<file path="config.mk">
export PLATFORM = sky130hd
export DESIGN_NAME = ramped_timed_motor_drive
export DESIGN_NICKNAME = d
export VERILOG_FILES = /design/src/hdl/rtmd_pkg.sv /design/src/hdl/ramped_timed_motor_drive.sv /design/src/hdl/rtmd_serial_mul.sv /design/src/hdl/rtmd_serial_div.sv
export SDC_FILE = /design/constraint.sdc
export NUM_CORES = 1
export LEC_CHECK = 0
export BUFFER_PORTS_ARGS = -buffer_cell sky130_fd_sc_hd__buf_2
export CAP_MARGIN = 0
export CORE_ASPECT_RATIO = 0.75
export CORE_MARGIN = 5
export CORE_UTILIZATION = 48
export CTS_CLUSTER_DIAMETER = 80
export DETAILED_ROUTE_END_ITERATION = 8
export PLACE_DENSITY_LB_ADDON = 0.3
export REMOVE_ABC_BUFFERS = 1
export SLEW_MARGIN = 15
export SYNTH_ARGS = -nofsm -noshare
export SYNTH_HDL_FRONTEND = slang
export SYNTH_SLANG_ARGS = --single-unit
</file>
<file path="constraint.sdc">
create_clock -name clk -period 5.9 [get_ports clk]
set_input_delay 0 -clock clk [delete_from_list [all_inputs] [get_ports clk]]
set_output_delay 0 -clock clk [all_outputs]
set_load 0.005 [all_outputs]
</file>
<file path="src/hdl/rtmd_pkg.sv">
// Shared widths, codes and state type for the ramped timed motor drive.
`timescale 1ns / 1ps

package rtmd_pkg;

  // Fixed field widths
  localparam int DIR_W    = 2;
  localparam int ONTIME_W = 25;
  localparam int RAMP_W   = 16;
  localparam int LEVEL_W  = 10;

  // Behavior constants
  localparam int DUTY_MAX  = 1023;
  localparam int TIME_BITS = 24;

  // Ramp product: elapsed below the ramp length times the target level
  localparam int PROD_W = RAMP_W + LEVEL_W;

  // Serial step counters
  localparam int MUL_CNT_W = $clog2(LEVEL_W);
  localparam int DIV_CNT_W = $clog2(PROD_W);

  // Packed stream widths
  localparam int IN_DATA_W  = 56;
  localparam int OUT_DATA_W = 16;

  // Item kinds and direction codes
  localparam logic       KIND_TICK = 1'b0;
  localparam logic       KIND_CMD  = 1'b1;
  localparam logic [1:0] DIR_FWD   = 2'd1;
  localparam logic [1:0] DIR_REV   = 2'd2;

  typedef enum logic [1:0] {
    ST_IDLE,
    ST_MUL,
    ST_DIV,
    ST_DONE
  } rtmd_state_t;

endpackage

</file>
<file path="src/hdl/ramped_timed_motor_drive.sv">
// Top level of the ramped timed H-bridge drive.
`timescale 1ns / 1ps
//
// Input stream: one item is either a millisecond tick (tuser 0) or a motor
// command (tuser 1) carrying direction, on-time, ramp time and speed level.
// Output stream: one item per input item with duty, both bridge lines,
// the running flag and the timed-stop flag of that input.
//
// Commands, stopped ticks, ticks that end a timed run and ticks past the end
// of the ramp settle at once: after acceptance the item passes the done
// state, and its result enters the output register once that register is free;
// the next item is taken only after the return to idle. A tick inside the
// ramp computes elapsed * speed / ramp with a bit-serial multiplier and a
// restoring divider, passing the multiply, divide and done states in turn
// before its result is loaded and the next item is taken.
//
// Reset clears all drive state: motor stopped, duty 0, both lines low, and
// the output register empty. The result sits in an output register; a new
// item is accepted while it waits, but the next result is held back until
// the receiver takes the pending one.

module ramped_timed_motor_drive (
  input  logic                                clk,
  input  logic                                rst,
  input  logic                                s_tvalid,
  output logic                                s_tready,
  // direction[1:0], on_time_ms[26:2], ramp_ms[42:27], speed_level[52:43]
  input  logic [rtmd_pkg::IN_DATA_W-1:0]      s_tdata,
  // kind
  input  logic                                s_tuser,
  output logic                                m_tvalid,
  input  logic                                m_tready,
  // duty[9:0], drive_a[10], drive_b[11], running[12], timed_stop[13]
  output logic [rtmd_pkg::OUT_DATA_W-1:0]     m_tdata
);
  import rtmd_pkg::*;

  localparam logic [32:0] TIME_MAX_W = (33'd1 << TIME_BITS) - 33'd1;

  rtmd_state_t state, state_next;

  // Drive state
  logic [TIME_BITS-1:0] elapsed_count;
  logic [TIME_BITS-1:0] time_limit;
  logic                 limited_run;
  logic                 run_flag;
  logic [RAMP_W-1:0]    ramp_length;
  logic [LEVEL_W-1:0]   target_level;
  logic                 line_a;
  logic                 line_b;
  logic [LEVEL_W-1:0]   duty_level;
  logic                 ended;

  // Decoded input fields
  logic                 in_kind;
  logic [DIR_W-1:0]     in_dir;
  logic [ONTIME_W-1:0]  in_on_time;
  logic [RAMP_W-1:0]    in_ramp;
  logic [LEVEL_W-1:0]   in_speed;

  logic                 accept;
  logic                 is_stop;
  logic [LEVEL_W-1:0]   in_target;
  logic [32:0]          in_limit_w;
  logic [TIME_BITS-1:0] in_limit;
  logic [TIME_BITS-1:0] elapsed_inc;
  logic                 tick_end;
  logic                 ramp_full;
  logic                 need_div;
  logic                 mul_start;
  logic                 div_start;
  logic                 load_out;

  logic                 mul_done;
  logic [PROD_W-1:0]    product;
  logic                 div_done;
  logic [LEVEL_W-1:0]   quotient;

  // Unpack the input item
  assign in_kind    = s_tuser;
  assign in_dir     = s_tdata[1:0];
  assign in_on_time = s_tdata[26:2];
  assign in_ramp    = s_tdata[42:27];
  assign in_speed   = s_tdata[52:43];

  // Decode the command and the next tick
  always_comb begin
    is_stop    = (in_dir != DIR_FWD && in_dir != DIR_REV) || (in_on_time == '0);
    in_target  = (32'(in_speed) < DUTY_MAX) ? in_speed : LEVEL_W'(DUTY_MAX);
    in_limit_w = 33'(in_on_time[ONTIME_W-2:0]);
    in_limit   = TIME_BITS'((in_limit_w < TIME_MAX_W) ? in_limit_w : TIME_MAX_W);
    elapsed_inc = (elapsed_count == '1) ? elapsed_count : elapsed_count + 1'b1;
    tick_end   = limited_run && (elapsed_inc > time_limit);
    ramp_full  = (ramp_length == '0) || (elapsed_inc >= TIME_BITS'(ramp_length));
  end

  assign accept   = s_tvalid && s_tready;
  assign need_div = (in_kind == KIND_TICK) && run_flag && !tick_end && !ramp_full;

  // State register
  always_ff @(posedge clk) begin
    if (rst) begin
      state <= ST_IDLE;
    end else begin
      state <= state_next;
    end
  end

  // Next state and sequencing strobes
  always_comb begin
    state_next = state;
    s_tready   = 1'b0;
    mul_start  = 1'b0;
    div_start  = 1'b0;
    load_out   = 1'b0;
    case (state)
      ST_IDLE: begin
        s_tready = 1'b1;
        if (s_tvalid) begin
          if (need_div) begin
            mul_start  = 1'b1;
            state_next = ST_MUL;
          end else begin
            state_next = ST_DONE;
          end
        end
      end
      ST_MUL: begin
        if (mul_done) begin
          div_start  = 1'b1;
          state_next = ST_DIV;
        end
      end
      ST_DIV: begin
        if (div_done) begin
          state_next = ST_DONE;
        end
      end
      ST_DONE: begin
        if (!m_tvalid || m_tready) begin
          load_out   = 1'b1;
          state_next = ST_IDLE;
        end
      end
      default: begin
        state_next = ST_IDLE;
      end
    endcase
  end

  // Update drive state on each accepted item and on divider completion
  always_ff @(posedge clk) begin
    if (rst) begin
      elapsed_count <= '0;
      time_limit    <= '0;
      limited_run   <= 1'b0;
      run_flag      <= 1'b0;
      ramp_length   <= '0;
      target_level  <= '0;
      line_a        <= 1'b0;
      line_b        <= 1'b0;
      duty_level    <= '0;
      ended         <= 1'b0;
    end else if (accept) begin
      ended <= 1'b0;
      if (in_kind == KIND_CMD) begin
        if (is_stop) begin
          duty_level  <= '0;
          line_a      <= 1'b0;
          line_b      <= 1'b0;
          run_flag    <= 1'b0;
          limited_run <= 1'b0;
        end else begin
          line_a        <= (in_dir == DIR_FWD);
          line_b        <= (in_dir == DIR_REV);
          elapsed_count <= '0;
          ramp_length   <= in_ramp;
          target_level  <= in_target;
          run_flag      <= 1'b1;
          limited_run   <= !in_on_time[ONTIME_W-1];
          if (!in_on_time[ONTIME_W-1]) begin
            time_limit <= in_limit;
          end
          duty_level <= (in_ramp == '0) ? in_target : '0;
        end
      end else if (run_flag) begin
        elapsed_count <= elapsed_inc;
        if (tick_end) begin
          duty_level  <= '0;
          line_a      <= 1'b0;
          line_b      <= 1'b0;
          run_flag    <= 1'b0;
          limited_run <= 1'b0;
          ended       <= 1'b1;
        end else if (ramp_full) begin
          duty_level <= target_level;
        end
      end
    end else if (div_done && state == ST_DIV) begin
      duty_level <= quotient;
    end
  end

  // Output register
  always_ff @(posedge clk) begin
    if (rst) begin
      m_tvalid <= 1'b0;
    end else if (load_out) begin
      m_tvalid <= 1'b1;
    end else if (m_tready) begin
      m_tvalid <= 1'b0;
    end
  end

  always_ff @(posedge clk) begin
    if (load_out) begin
      m_tdata <= {2'b00, ended, run_flag, line_b, line_a, duty_level};
    end
  end

  // Ramp product: elapsed is below the ramp length here
  rtmd_serial_mul u_mul (
    .clk     (clk),
    .rst     (rst),
    .start   (mul_start),
    .mcand   (elapsed_inc[RAMP_W-1:0]),
    .mplier  (target_level),
    .done    (mul_done),
    .product (product)
  );

  // Ramp quotient: below the target level, so ten bits hold it
  rtmd_serial_div u_div (
    .clk      (clk),
    .rst      (rst),
    .start    (div_start),
    .dividend (product),
    .divisor  (ramp_length),
    .done     (div_done),
    .quotient (quotient)
  );

  // Serial units finish only in their own sequencer state
  assert property (@(posedge clk) disable iff (rst) mul_done |-> state == ST_MUL)
    else $error("multiplier finished outside its step");

  assert property (@(posedge clk) disable iff (rst) div_done |-> state == ST_DIV)
    else $error("divider finished outside its step");

  // A stopped bridge has zero duty and both lines low
  assert property (@(posedge clk) disable iff (rst)
    !run_flag |-> (duty_level == '0 && !line_a && !line_b))
    else $error("stopped bridge still driven");

  // Ramp duty never passes the target level
  assert property (@(posedge clk) disable iff (rst)
    run_flag |-> duty_level <= target_level)
    else $error("duty above target level");

endmodule

</file>
<file path="src/hdl/rtmd_serial_mul.sv">
// Bit-serial shift-add multiplier for the ramp product.
`timescale 1ns / 1ps

module rtmd_serial_mul (
  input  logic                            clk,
  input  logic                            rst,
  input  logic                            start,
  input  logic [rtmd_pkg::RAMP_W-1:0]     mcand,
  input  logic [rtmd_pkg::LEVEL_W-1:0]    mplier,
  output logic                            done,
  output logic [rtmd_pkg::PROD_W-1:0]     product
);
  import rtmd_pkg::*;

  logic                 busy;
  logic [MUL_CNT_W-1:0] cnt;
  logic [PROD_W-1:0]    mcand_sh;
  logic [LEVEL_W-1:0]   mplier_sh;
  logic [PROD_W-1:0]    acc;

  // Control: run one multiplier bit per cycle, pulse done after the last
  always_ff @(posedge clk) begin
    if (rst) begin
      busy <= 1'b0;
      done <= 1'b0;
      cnt  <= '0;
    end else begin
      done <= 1'b0;
      if (start) begin
        busy <= 1'b1;
        cnt  <= '0;
      end else if (busy) begin
        cnt <= cnt + 1'b1;
        if (cnt == MUL_CNT_W'(LEVEL_W - 1)) begin
          busy <= 1'b0;
          done <= 1'b1;
        end
      end
    end
  end

  // Datapath: add the shifted multiplicand when the low multiplier bit is set
  always_ff @(posedge clk) begin
    if (start) begin
      mcand_sh  <= PROD_W'(mcand);
      mplier_sh <= mplier;
      acc       <= '0;
    end else if (busy) begin
      if (mplier_sh[0]) begin
        acc <= acc + mcand_sh;
      end
      mcand_sh  <= {mcand_sh[PROD_W-2:0], 1'b0};
      mplier_sh <= {1'b0, mplier_sh[LEVEL_W-1:1]};
    end
  end

  assign product = acc;

endmodule

</file>
<file path="src/hdl/rtmd_serial_div.sv">
// Restoring divider, one quotient bit per cycle, for the ramp duty.
`timescale 1ns / 1ps

module rtmd_serial_div (
  input  logic                            clk,
  input  logic                            rst,
  input  logic                            start,
  input  logic [rtmd_pkg::PROD_W-1:0]     dividend,
  input  logic [rtmd_pkg::RAMP_W-1:0]     divisor,
  output logic                            done,
  output logic [rtmd_pkg::LEVEL_W-1:0]    quotient
);
  import rtmd_pkg::*;

  logic                 busy;
  logic [DIV_CNT_W-1:0] cnt;
  logic [PROD_W-1:0]    dvd_sh;
  logic [RAMP_W-1:0]    dvsr;
  logic [RAMP_W-1:0]    rem;
  logic [LEVEL_W-1:0]   quo;
  logic [RAMP_W:0]      trial;
  logic                 fits;

  // Bring down the next dividend bit and test against the divisor
  always_comb begin
    trial = {rem, dvd_sh[PROD_W-1]};
    fits  = trial >= {1'b0, dvsr};
  end

  // Control: one step per dividend bit
  always_ff @(posedge clk) begin
    if (rst) begin
      busy <= 1'b0;
      done <= 1'b0;
      cnt  <= '0;
    end else begin
      done <= 1'b0;
      if (start) begin
        busy <= 1'b1;
        cnt  <= '0;
      end else if (busy) begin
        cnt <= cnt + 1'b1;
        if (cnt == DIV_CNT_W'(PROD_W - 1)) begin
          busy <= 1'b0;
          done <= 1'b1;
        end
      end
    end
  end

  // Datapath: remainder stays below the divisor, so its width suffices
  always_ff @(posedge clk) begin
    if (start) begin
      dvd_sh <= dividend;
      dvsr   <= divisor;
      rem    <= '0;
      quo    <= '0;
    end else if (busy) begin
      dvd_sh <= {dvd_sh[PROD_W-2:0], 1'b0};
      rem    <= fits ? RAMP_W'(trial - {1'b0, dvsr}) : trial[RAMP_W-1:0];
      quo    <= {quo[LEVEL_W-2:0], fits};
    end
  end

  assign quotient = quo;

endmodule
</file>
==> flow_summary_export.csv, run 1 <==
group,metric,value,unit
sta,finalHoldViolCount,0,
power_and_ir_drop,power_density,294,nW/um^2
critical_path,required,6.17,ns
floorplan,core_area,27800,sq um
synthesis,avgSynthCellArea,8.91,sq um
status,status,"finished clean",
clock_network,clock-sinks,249,
flow_run,cap_viol_max_count,0,
critical_path,crit_path_top_delay_cell,"xnor2_1",
drt,firstDrtPassIters,5,
critical_path,worstSetupPathType,"reg -> reg",
global_route,grt_max_degree,63,
synthesis,netlist_area,13400,sq um
sta,fin_ws,0.572,ns
place,pre_cts_ws,0.629,ns
layout,fin_area,15700,sq um
critical_path,crit_family,"simple AND/OR/NAND/NOR gates",
critical_path,crit_arrival,5.60,ns
critical_path,critPathMaxStageDelay,0.50,ns
critical_path,r2r_slack,0.57,ns
synthesis,ys_warn_count,0,
drt,route.detailed.drc,0,
clock_network,cts_root_buffer,"clkbuf_16",
clock_network,tritoncts,"yes",
global_route,grt_pass1_vias,10427,
clock_network,post-cts-setup-buffers,0,
floorplan,start_util,0.482,
sta,whs,0.0568,ns
power_and_ir_drop,leakage,6.30,nW
synthesis,synthAdderAreaFrac,0.0879,
critical_path,critical_path.cell_chain,"and3_2, and4_1, nand3_1, nand4_1, nor2_1, nand3_1, xnor2_1, ha_1, and4_1, a221o_1, a221o_1, o211a_1, o31ai_2, nor4b_4, buf_12, mux2_2",
sta,worstMarginPinSlew,1.06,ns
drt,routed_wirelength,33.5,mm
place,dp_cells,1889,
drt,drt_iter0_markers,553,
global_route,grt.total_usage,0.209,
synthesis,ys_ff_latch,249,
layout,area_growth,17.3,%
layout,final_util,0.566,
layout,fillers,2416,
sta,fmax,0.188,GHz
layout,fin_cells,2015,
critical_path,crit_path_end_kind,"flip-flop",
sta,fin_skew,0.0189,ns
floorplan,io_pins,79,
clock_network,htreeDepth,1,
global_route,grt-ovfl-total,0,
critical_path,r2r-end,"u_mul.mcand_sh[11]",
critical_path,timing.rr.start,"elapsed_count[16]",
synthesis,synth_xor_xnor_area_share,0.0383,
synthesis,synth_cells,1505,
worst_hold_path,worstHoldEndpoint,"state[0]",
drt,num_vias,11166,
worst_hold_path,hp-start,"s_tvalid",
synthesis,synthSimpleGateAreaFrac,0.197,
sta,relSlewSlack,0.290,
floorplan,die_w,203,um
synthesis,synth-compound-area-share,0.141,
critical_path,crit_fanout,31,
clock_network,insertion_delay,0.53,ns
sta,rsz0062_at_grt,"no",
global_route,grt_pass1_wl,54.3,mm
clock_network,numCtsBuffers,25,
synthesis,yosysSeqAreaShare,0.433,
sta,setup_viol,0,
clock_network,clkSlewWorstSetupHoldPaths,0.06,ns
drt,drt.antenna.violating_nets,0,
global_route,antenna_found_initial,0,
layout,drive_gt1_frac,0.111,
critical_path,timing.critical_path.buf_inv,1,
place,place_area,14100,sq um
worst_hold_path,hp-class,"in -> reg",
sta,fin_crit_sh,0.903,
critical_path,r2r_cells,16,
layout,insertedDiodeCount,0,
sta,period_minus_slack,5.33,ns
synthesis,synth_top_family_by_area,"simple AND/OR/NAND/NOR gates",
synthesis,synth_mux_area_frac,0.0563,
floorplan,rows,53,
floorplan,die_h,155,um
synthesis,synth.distinct_cells,72,
sta,finalMaxSlewViolations,0,
clock_network,cts_buffer_depth,3,
drt,avgViaCountPerCell,5.54,
synthesis,async_flop_share,0,
synthesis,synth_edf_count,82,
layout,nets,1793,
floorplan,dieArea,31400,sq um
place,io_buffer_count,73,
worst_hold_path,whs_path_depth,4,
power_and_ir_drop,ir_drop,0.000226,V
place,hpwl,23.2,mm
critical_path,worst_setup_path_start_kind,"flip-flop",
place,gp_congestion,0.917,
critical_path,crit_cells,16,
drt,post_drt_wl_per_cell,16.6,um
synthesis,ys.flop_type,"dfxtp_1",
## placed cells by master (no fill, tap or decap), types with 25 or more instances in the layout
master and n:
o21ai_0 49, a21oi_1 149, clkbuf_16 25, dlygate4sd3_1 80, edfxtp_1 82, nor2_1 113, buf_4 25, nor3_1 29
nand2_1 257, buf_2 72, nand3_1 41, ha_1 91, mux2_2 27, dfxtp_1 167, inv_1 81, xnor2_1 35
mux2i_1 45
## layout make-up
cell class	count	area (sq um)	area share
Inverter	83	312	0.0198
Clock inverter	15	139	0.00883
Clock buffer	31	658	0.0419
Timing Repair Buffer	178	1370	0.0871
Multi-Input combinational cell	1102	6990	0.445
Tap cell	357	447	0.0284
Sequential cell	249	5810	0.369
## through the flow
step | TNS [ns] | power (W)
2_1_floorplan | -16.53 | 0.00278
3_3_place_gp | 0 | 0.00301
3_5_place_dp | 0 | 0.00305
4_1_cts | 0 | 0.00465
5_1_grt | 0 | 0.00487
6_report | 0 | 0.00463
## Yosys cell counts, types with 10 or more instances
library cell | n | area [sq um]
nand2b_1 | 21 | 131
nor2_1 | 114 | 428
mux2_2 | 27 | 304
ha_1 | 91 | 1140
a32oi_1 | 10 | 87.6
nor4_1 | 19 | 119
edfxtp_1 | 82 | 2460
clkbuf_1 | 53 | 199
o21ai_0 | 49 | 245
xnor2_1 | 35 | 307
buf_2 | 10 | 50.1
a21o_1 | 21 | 158
a21oi_1 | 149 | 746
inv_1 | 82 | 308
and3_1 | 14 | 87.6
nor2b_1 | 16 | 100
mux2i_1 | 45 | 450
nand2_1 | 257 | 965
dfxtp_1 | 167 | 3340
xor2_1 | 21 | 184
nor3_1 | 30 | 150
nand3_1 | 41 | 205
a211o_1 | 12 | 105
nand4_1 | 21 | 131
## state kept, by name, summed over array words and instances (netlist names), 2 cells and up
name             flops
u_div.dvd_sh        26
u_div.quotient      10
u_div.cnt            5
target_level        10
u_mul.mcand_sh      26
duty_level          10
time_limit          24
m_tdata             14
u_div.rem           16
ramp_length         16
elapsed_count       24
u_div.dvsr          16
state                2
u_mul.mplier_sh     10
u_mul.cnt            4
u_mul.product       26
## metal layers
metal	track usage	wire, um	vias up
met4	0.0750	1330	0
met3	0.0279	1770	69
met2	0.310	14000	328
li1	-	-	5562
met5	0	0	-
met1	0.314	16500	5207
## worst min-delay path, stage by stage
cell,delay [ns]
buf_2,0.13
inv_1,0.06
a222oi_1,0.07
a221oi_1,0.25
## cells by family after synthesis
kind of cell | after synthesis
AOI/OAI and AO/OA | 305
xor gates and xnor gates | 57
adders and majority gates | 93
buffers and inverters | 155
DFF | 249
muxes | 72
other | 1
and+or+nand+nor | 573
## worst max path at each step
| stage | slack [ns] | endpoint | from |
|---|---|---|---|
| after floorplan | -0.47 | u_mul.mcand_sh[0] | elapsed_count[0] |
| after CTS | 0.63 | u_mul.mplier_sh[4] | elapsed_count[16] |
| after global routing | 0.25 | u_mul.mplier_sh[2] | elapsed_count[16] |
| after detailed placement | 0.63 | u_mul.mplier_sh[4] | elapsed_count[16] |
| after global placement | 0.71 | u_mul.mplier_sh[3] | elapsed_count[16] |
| final | 0.57 | u_mul.mcand_sh[11] | elapsed_count[16] |
## timing repair
| action | CTS | global route |
|---|---|---|
| hold endpoints to repair | 79 | 0 |
| hold buffers | 80 | 0 |
| resized for setup | 0 | 0 |
## where the power goes
group | leakage (nW) | internal [W] | total [W] | switching (W)
clock network | 0.389 | 0.000884 | 0.00156 | 0.000679
registers | 2.10 | 0.00190 | 0.00201 | 0.000108
logic | 3.80 | 0.000469 | 0.00105 | 0.000583
total | 6.30 | 0.00326 | 0.00463 | 0.00137
No activity file was read; power rests on OpenSTA's default activity.
==> run 2: changes to the inputs <==
- ABC_AREA: not set -> 1
==> flow_summary_export.csv, run 2 <==
group,metric,value,unit
place,gp_congestion,0.946,
layout,final_cell_mix,"493 x nand2_1, 212 x inv_1, 183 x a21oi_1, 167 x dfxtp_1, 147 x nor2_1",
critical_path,timing.critical_path.buf_inv,3,
synthesis,avgSynthCellArea,7.51,sq um
status,status,"finished clean",
drt,avgViaCountPerCell,5.26,
sta,fin_skew,0.0278,ns
drt,routed_wirelength,36.1,mm
critical_path,critPathLaunch,"elapsed_count[0]",
layout,nets,2094,
power_and_ir_drop,power_density,343,nW/um^2
critical_path,worstSetupPathType,"reg -> reg",
clock_network,tritoncts,"yes",
layout,drive_gt1_frac,0.0868,
critical_path,worst_setup_path_start_kind,"flip-flop",
place,dp_cells,2237,
layout,multi_input_area,6780,sq um
synthesis,async_flop_share,0,
clock_network,numCtsBuffers,26,
clock_network,insertion_delay,0.55,ns
critical_path,crit_fanout,31,
power_and_ir_drop,leakage,6.95,nW
sta,fin_ws,1.19,ns
global_route,grt-ovfl-total,0,
sta,rsz0062_at_grt,"no",
layout,seqCellArea,5810,sq um
power_and_ir_drop,ir_drop,0.000236,V
sta,worstMarginPinSlew,1.22,ns
synthesis,synth_edf_count,82,
synthesis,synth_commonest_cells,"493 x nand2_1, 212 x inv_1, 183 x a21oi_1",
sta,finalHoldViolCount,0,
floorplan,dieArea,32000,sq um
clock_network,cts_buffer_depth,3,
synthesis,synthTopCellsByArea,"dfxtp_1 24%, edfxtp_1 18%, nand2_1 14%, ha_1 8.3%, a21oi_1 6.7%",
floorplan,die_h,156,um
synthesis,ys.flop_type,"dfxtp_1",
floorplan,die_w,205,um
worst_hold_path,hp-class,"in -> reg",
critical_path,critPathMaxStageDelay,0.51,ns
synthesis,netlist.area_leader.share,0.244,
synthesis,yosysMostFrequentCell,"nand2_1",
power_and_ir_drop,clockPowerShare,0.309,
critical_path,required,6.31,ns
clock_network,cts_root_buffer,"clkbuf_16",
synthesis,synth_cells,1823,
clock_network,clock-sinks,249,
global_route,grt_pass1_wl,58.8,mm
critical_path,timing.rr.start,"elapsed_count[0]",
drt,post_drt_wl_per_cell,15.4,um
floorplan,io_pins,79,
power_and_ir_drop,p_switching,0.00187,W
synthesis,synth.distinct_cells,48,
sta,finalSetupTns,0,ns
sta,setup_viol,0,
synthesis,synth.largest_area_cell,"dfxtp_1",
drt,firstDrtPassIters,5,
drt,drt_iter0_markers,1005,
global_route,antenna_found_initial,0,
sta,finalMaxSlewViolations,0,
floorplan,core_area,28100,sq um
floorplan,start_util,0.488,
power_and_ir_drop,combinationalPowerShare,0.296,
layout,fillers,2549,
sta,fmax,0.213,GHz
sta,period_minus_slack,4.71,ns
drt,drt.antenna.violating_nets,0,
critical_path,crit_path_top_delay_cell,"nor2_1",
power_and_ir_drop,finalPower,0.00545,W
synthesis,netlist_area,13700,sq um
clock_network,htreeDepth,1,
clock_network,clkSlewWorstSetupHoldPaths,0.06,ns
synthesis,yosysSeqAreaShare,0.424,
power_and_ir_drop,p_int,0.00358,W
global_route,grt.total_usage,0.224,
power_and_ir_drop,swShare,0.344,
critical_path,crit_arrival,5.11,ns
drt,num_vias,12334,
layout,area_growth,15.9,%
global_route,grt_max_degree,53,
floorplan,rows,53,
worst_hold_path,hp-start,"rst",
sta,fin_crit_sh,0.798,
synthesis,ys_ff_latch,249,
layout,fin_cells,2345,
sta,relSlewSlack,0.187,
drt,route.detailed.drc,0,
place,hpwl,24.9,mm
synthesis,ys_warn_count,0,
flow_run,cap_viol_max_count,0,
layout,layout_commonest_cell,"nand2_1",
place,pre_cts_ws,1.22,ns
clock_network,ctsResizeCount,0,
critical_path,critical_path.cell_chain,"ha_1, nand2_1, nor2_1, nand2_1, nor2_1, nand2_1, buf_4, inv_1, nor2_1, nor2_1, ha_1, nand2_1, o21ai_0, a21oi_1, o211ai_1, nand4_1, nand3_1, nand2_4, nand4_4, nor2_8, buf_4, a21oi_1",
critical_path,crit_path_end_kind,"flip-flop",
power_and_ir_drop,seq_power_share,0.395,
critical_path,crit_family,"simple AND/OR/NAND/NOR gates",
place,io_buffer_count,73,
global_route,grt_pass1_vias,11335,
## run 2: changes by cell type after synthesis, sizes merged, moves of 21 or more
cell,before,now
o21ai,49,112
nand2,257,500
nor2,115,154
nand3,41,79
mux2,27,0
inv,82,216
nand2b,21,0
mux2i,45,0
a21oi,150,183
## run 2: metrics by stage
step	util	cell area (sq um)	hold WS [ns]
6_report	0.566	15900	0.0346
5_1_grt	0.566	15900	0.0565
4_1_cts	0.566	15900	0.0137
3_5_place_dp	0.513	14400	0.273
3_3_place_gp	0.513	14400	0.254
2_1_floorplan	-	13400	0.0691
## run 2: worst paths after layout
check                            end  slack (ns)  cells past startpoint
setup / recovery  u_mul.mcand_sh[16]        1.19                     22
hold reg to reg           m_tdata[3]        0.43                      0
setup reg to reg  u_mul.mcand_sh[16]        1.19                     22
hold / removal                line_b        0.03                      3
## run 2: layout make-up
class,instances,area share
well taps,385,0.0304
repair buffers,149,0.0684
clock inverters,18,0.0122
inverters,222,0.0525
diodes,1,0.000158
flip-flops and latches,249,0.366
multi-input cells,1292,0.427
clock buffers,29,0.0430
## run 2: kinds of logic (layout without fill, tap and decap cells)
logic type                 count (synthesis)  after routing  synth area share
adders and majority gates                 93             93            0.0861
buffers and inverters                    283            418            0.0809
DFF                                      249            249             0.424
AOI/OAI and AO/OA                        357            357             0.140
other                                      1              3          0.000274
and+or+nand+nor                          808            808             0.248
xor gates and xnor gates                  32             32            0.0205
## run 2: what timing repair did
| item | CTS | global route |
|---|---|---|
| endpoints found under the hold margin | 76 | 0 |
| setup buffers | 0 | 0 |
| hold buffers | 60 | 0 |
## run 2: worst register-to-register path, stage by stage, from the launching register on
cell and delay (ns):
dfxtp_1 0.42, ha_1 0.35, nand2_1 0.18, nor2_1 0.12, nand2_1 0.09, nor2_1 0.21
nand2_1 0.08, buf_4 0.21, inv_1 0.14, nor2_1 0.05, nor2_1 0.51, ha_1 0.35
nand2_1 0.08, o21ai_0 0.07, a21oi_1 0.13, o211ai_1 0.12, nand4_1 0.12, nand3_1 0.17
nand2_4 0.22, nand4_4 0.14, nor2_8 0.39, buf_4 0.35, a21oi_1 0.08
## run 2: metal layers
layer | GRT usage | vias up | share of wire
met5 | 0 | - | 0
met4 | 0.0638 | 0 | 0.029
met3 | 0.0317 | 67 | 0.065
met2 | 0.341 | 361 | 0.42
met1 | 0.333 | 5657 | 0.49
li1 | - | 6249 | -
## run 2: power groups by stage
stage | Clock, W | Sequential, W | Combinational (W)
3_3_place_gp | 0 | 0.00218 | 0.00152
3_5_place_dp | 0 | 0.00218 | 0.00155
4_1_cts | 0.00171 | 0.00215 | 0.00160
6_report | 0.00168 | 0.00215 | 0.00161
2_1_floorplan | 0 | 0.00213 | 0.00121
5_1_grt | 0.00179 | 0.00218 | 0.00186
==> run 3: changes to the inputs <==
- ABC_AREA: 1 -> 0
- clock period: 5.9 -> 4.7 ns (I/O delays scaled with it)
==> flow_summary_export.csv, run 3 (same netlist as run 1, synthesis figures left out) <==
group,metric,value,unit
status,status,"finished clean",
sta,relSlewSlack,0.259,
sta,finalHoldViolCount,0,
global_route,grt_max_degree,71,
place,hpwl,24.5,mm
layout,area_growth,20.5,%
layout,insertedDiodeCount,0,
global_route,grt.total_usage,0.217,
place,place_area,14500,sq um
critical_path,r2r_cells,19,
global_route,grt_pass1_wl,56.4,mm
sta,setup_viol,0,
layout,fin_area,16200,sq um
drt,avgViaCountPerCell,5.54,
layout,fillers,2394,
clock_network,insertion_delay,0.53,ns
critical_path,r2r-end,"u_mul.mcand_sh[7]",
sta,period_minus_slack,4.56,ns
critical_path,r2r_slack,0.14,ns
floorplan,rows,53,
worst_hold_path,worstHoldEndpoint,"elapsed_count[11]",
sta,fin_skew,0.0132,ns
drt,firstDrtPassIters,5,
sta,finalMaxSlewViolations,0,
critical_path,crit_path_top_delay_cell,"a221o_1",
global_route,grt-ovfl-total,0,
worst_hold_path,hp-start,"rst",
floorplan,io_pins,79,
critical_path,crit_fanout,9,
worst_hold_path,whs_path_depth,2,
flow_run,cap_viol_max_count,0,
sta,finalSetupTns,0,ns
layout,final_cell_mix,"256 x nand2_1, 163 x dfxtp_1, 149 x a21oi_1, 112 x nor2_1, 90 x ha_1",
power_and_ir_drop,ir_drop,0.000244,V
drt,num_vias,11309,
place,gp_congestion,0.927,
layout,layout_commonest_cell,"nand2_1",
layout,multi_input_area,7090,sq um
worst_hold_path,hp-class,"in -> reg",
floorplan,core_area,27800,sq um
sta,worstMarginPinSlew,1.11,ns
drt,post_drt_wl_per_cell,17.2,um
clock_network,clkSlewWorstSetupHoldPaths,0.06,ns
drt,route.detailed.drc,0,
global_route,grt_pass1_vias,10725,
critical_path,critical_path.cell_chain,"and3_2, buf_4, and4_1, nand3_2, nand4_1, nor2_2, nand3_2, xnor2_2, ha_1, and4_1, a221o_1, a221o_1, o211a_1, o31ai_4, nor4b_4, buf_6, buf_12, or2_4, clkbuf_16",
critical_path,required,4.95,ns
clock_network,clock-sinks,249,
power_and_ir_drop,power_density,376,nW/um^2
clock_network,cts_buffer_depth,3,
drt,routed_wirelength,35.0,mm
critical_path,worst_setup_path_start_kind,"flip-flop",
clock_network,tritoncts,"yes",
power_and_ir_drop,leakage,6.52,nW
critical_path,worstSetupPathType,"reg -> reg",
sta,fin_crit_sh,0.971,
global_route,antenna_found_initial,0,
critical_path,timing.critical_path.buf_inv,4,
floorplan,die_w,203,um
critical_path,crit_arrival,4.81,ns
floorplan,die_h,155,um
critical_path,critPathMaxStageDelay,0.35,ns
floorplan,start_util,0.482,
clock_network,cts_root_buffer,"clkbuf_16",
place,io_buffer_count,73,
sta,fmax,0.219,GHz
drt,drt.antenna.violating_nets,0,
clock_network,htreeDepth,1,
drt,drt_iter0_markers,857,
layout,nets,1817,
critical_path,crit_path_end_kind,"flip-flop",
critical_path,crit_family,"simple AND/OR/NAND/NOR gates",
floorplan,dieArea,31400,sq um
layout,drive_gt1_frac,0.152,
layout,seqCellArea,5810,sq um
clock_network,numCtsBuffers,26,
critical_path,timing.rr.start,"elapsed_count[16]",
## run 3: where the power goes
| group | switching (W) | internal, W |
|---|---|---|
| logic | 0.000757 | 0.000607 |
| clock network | 0.000874 | 0.00130 |
| registers | 0.000146 | 0.00239 |
| total | 0.00178 | 0.00430 |
## run 3: repair_timing
action	CTS	global route
setup endpoints to repair	0	80
gates resized for setup	0	25
buffers inserted	0	1
hold buffers	56	0
hold endpoints to repair	56	0
## run 3: metrics by stage
step	setup WS (ns)	total power, W	util	hold slack [ns]	cells
floorplan	-1.67	0.00348	-	0.0691	1434
global placement	0.165	0.00383	0.521	0.253	1931
detailed placement	0.0281	0.00387	0.521	0.259	1931
CTS	0.000449	0.00608	0.574	0.0150	2035
global route	-0.0433	0.00639	0.581	0.0489	2040
finish	0.136	0.00608	0.581	0.0194	2040
## run 3: cell type report
cell class | count | area share
Timing Repair Buffer | 201 | 0.0982
Tap cell | 357 | 0.0277
Sequential cell | 249 | 0.360
Clock inverter | 17 | 0.0122
Multi-Input combinational cell | 1102 | 0.439
Clock buffer | 31 | 0.0440
Inverter | 83 | 0.0193
## run 3: worst register-to-register path: stages, from the launching register on
cell and delay (ns):
dfxtp_1 0.30, and3_2 0.24, buf_4 0.15, and4_1 0.22, nand3_2 0.09, nand4_1 0.16, nor2_2 0.19, nand3_2 0.11
xnor2_2 0.19, ha_1 0.25, and4_1 0.18, a221o_1 0.35, a221o_1 0.35, o211a_1 0.25, o31ai_4 0.32, nor4b_4 0.27
buf_6 0.18, buf_12 0.14, or2_4 0.17, clkbuf_16 0.17
## run 3: metal layers
metal  wire length, um  vias to the layer above  share of wire  GRT usage
met5                 0                        -              0          0
li1                  -                     5614              -          -
met4               839                        0          0.024     0.0565
met3              2110                       52          0.060     0.0298
met1             17000                     5304           0.49      0.325
met2             15000                      339           0.43      0.331
## run 3: worst max-delay path by stage
stage               depth (start not counted)                  to              start  slack [ns]
global placement                           17  u_mul.mplier_sh[0]  elapsed_count[12]        0.16
CTS                                        20       duty_level[2]   elapsed_count[1]      0.0004
detailed placement                         20       duty_level[2]   elapsed_count[1]        0.03
floorplan                                  16   u_mul.mcand_sh[0]   elapsed_count[0]       -1.67
finish                                     19   u_mul.mcand_sh[7]  elapsed_count[16]        0.14
global route                               19   u_mul.mcand_sh[7]  elapsed_count[16]       -0.04
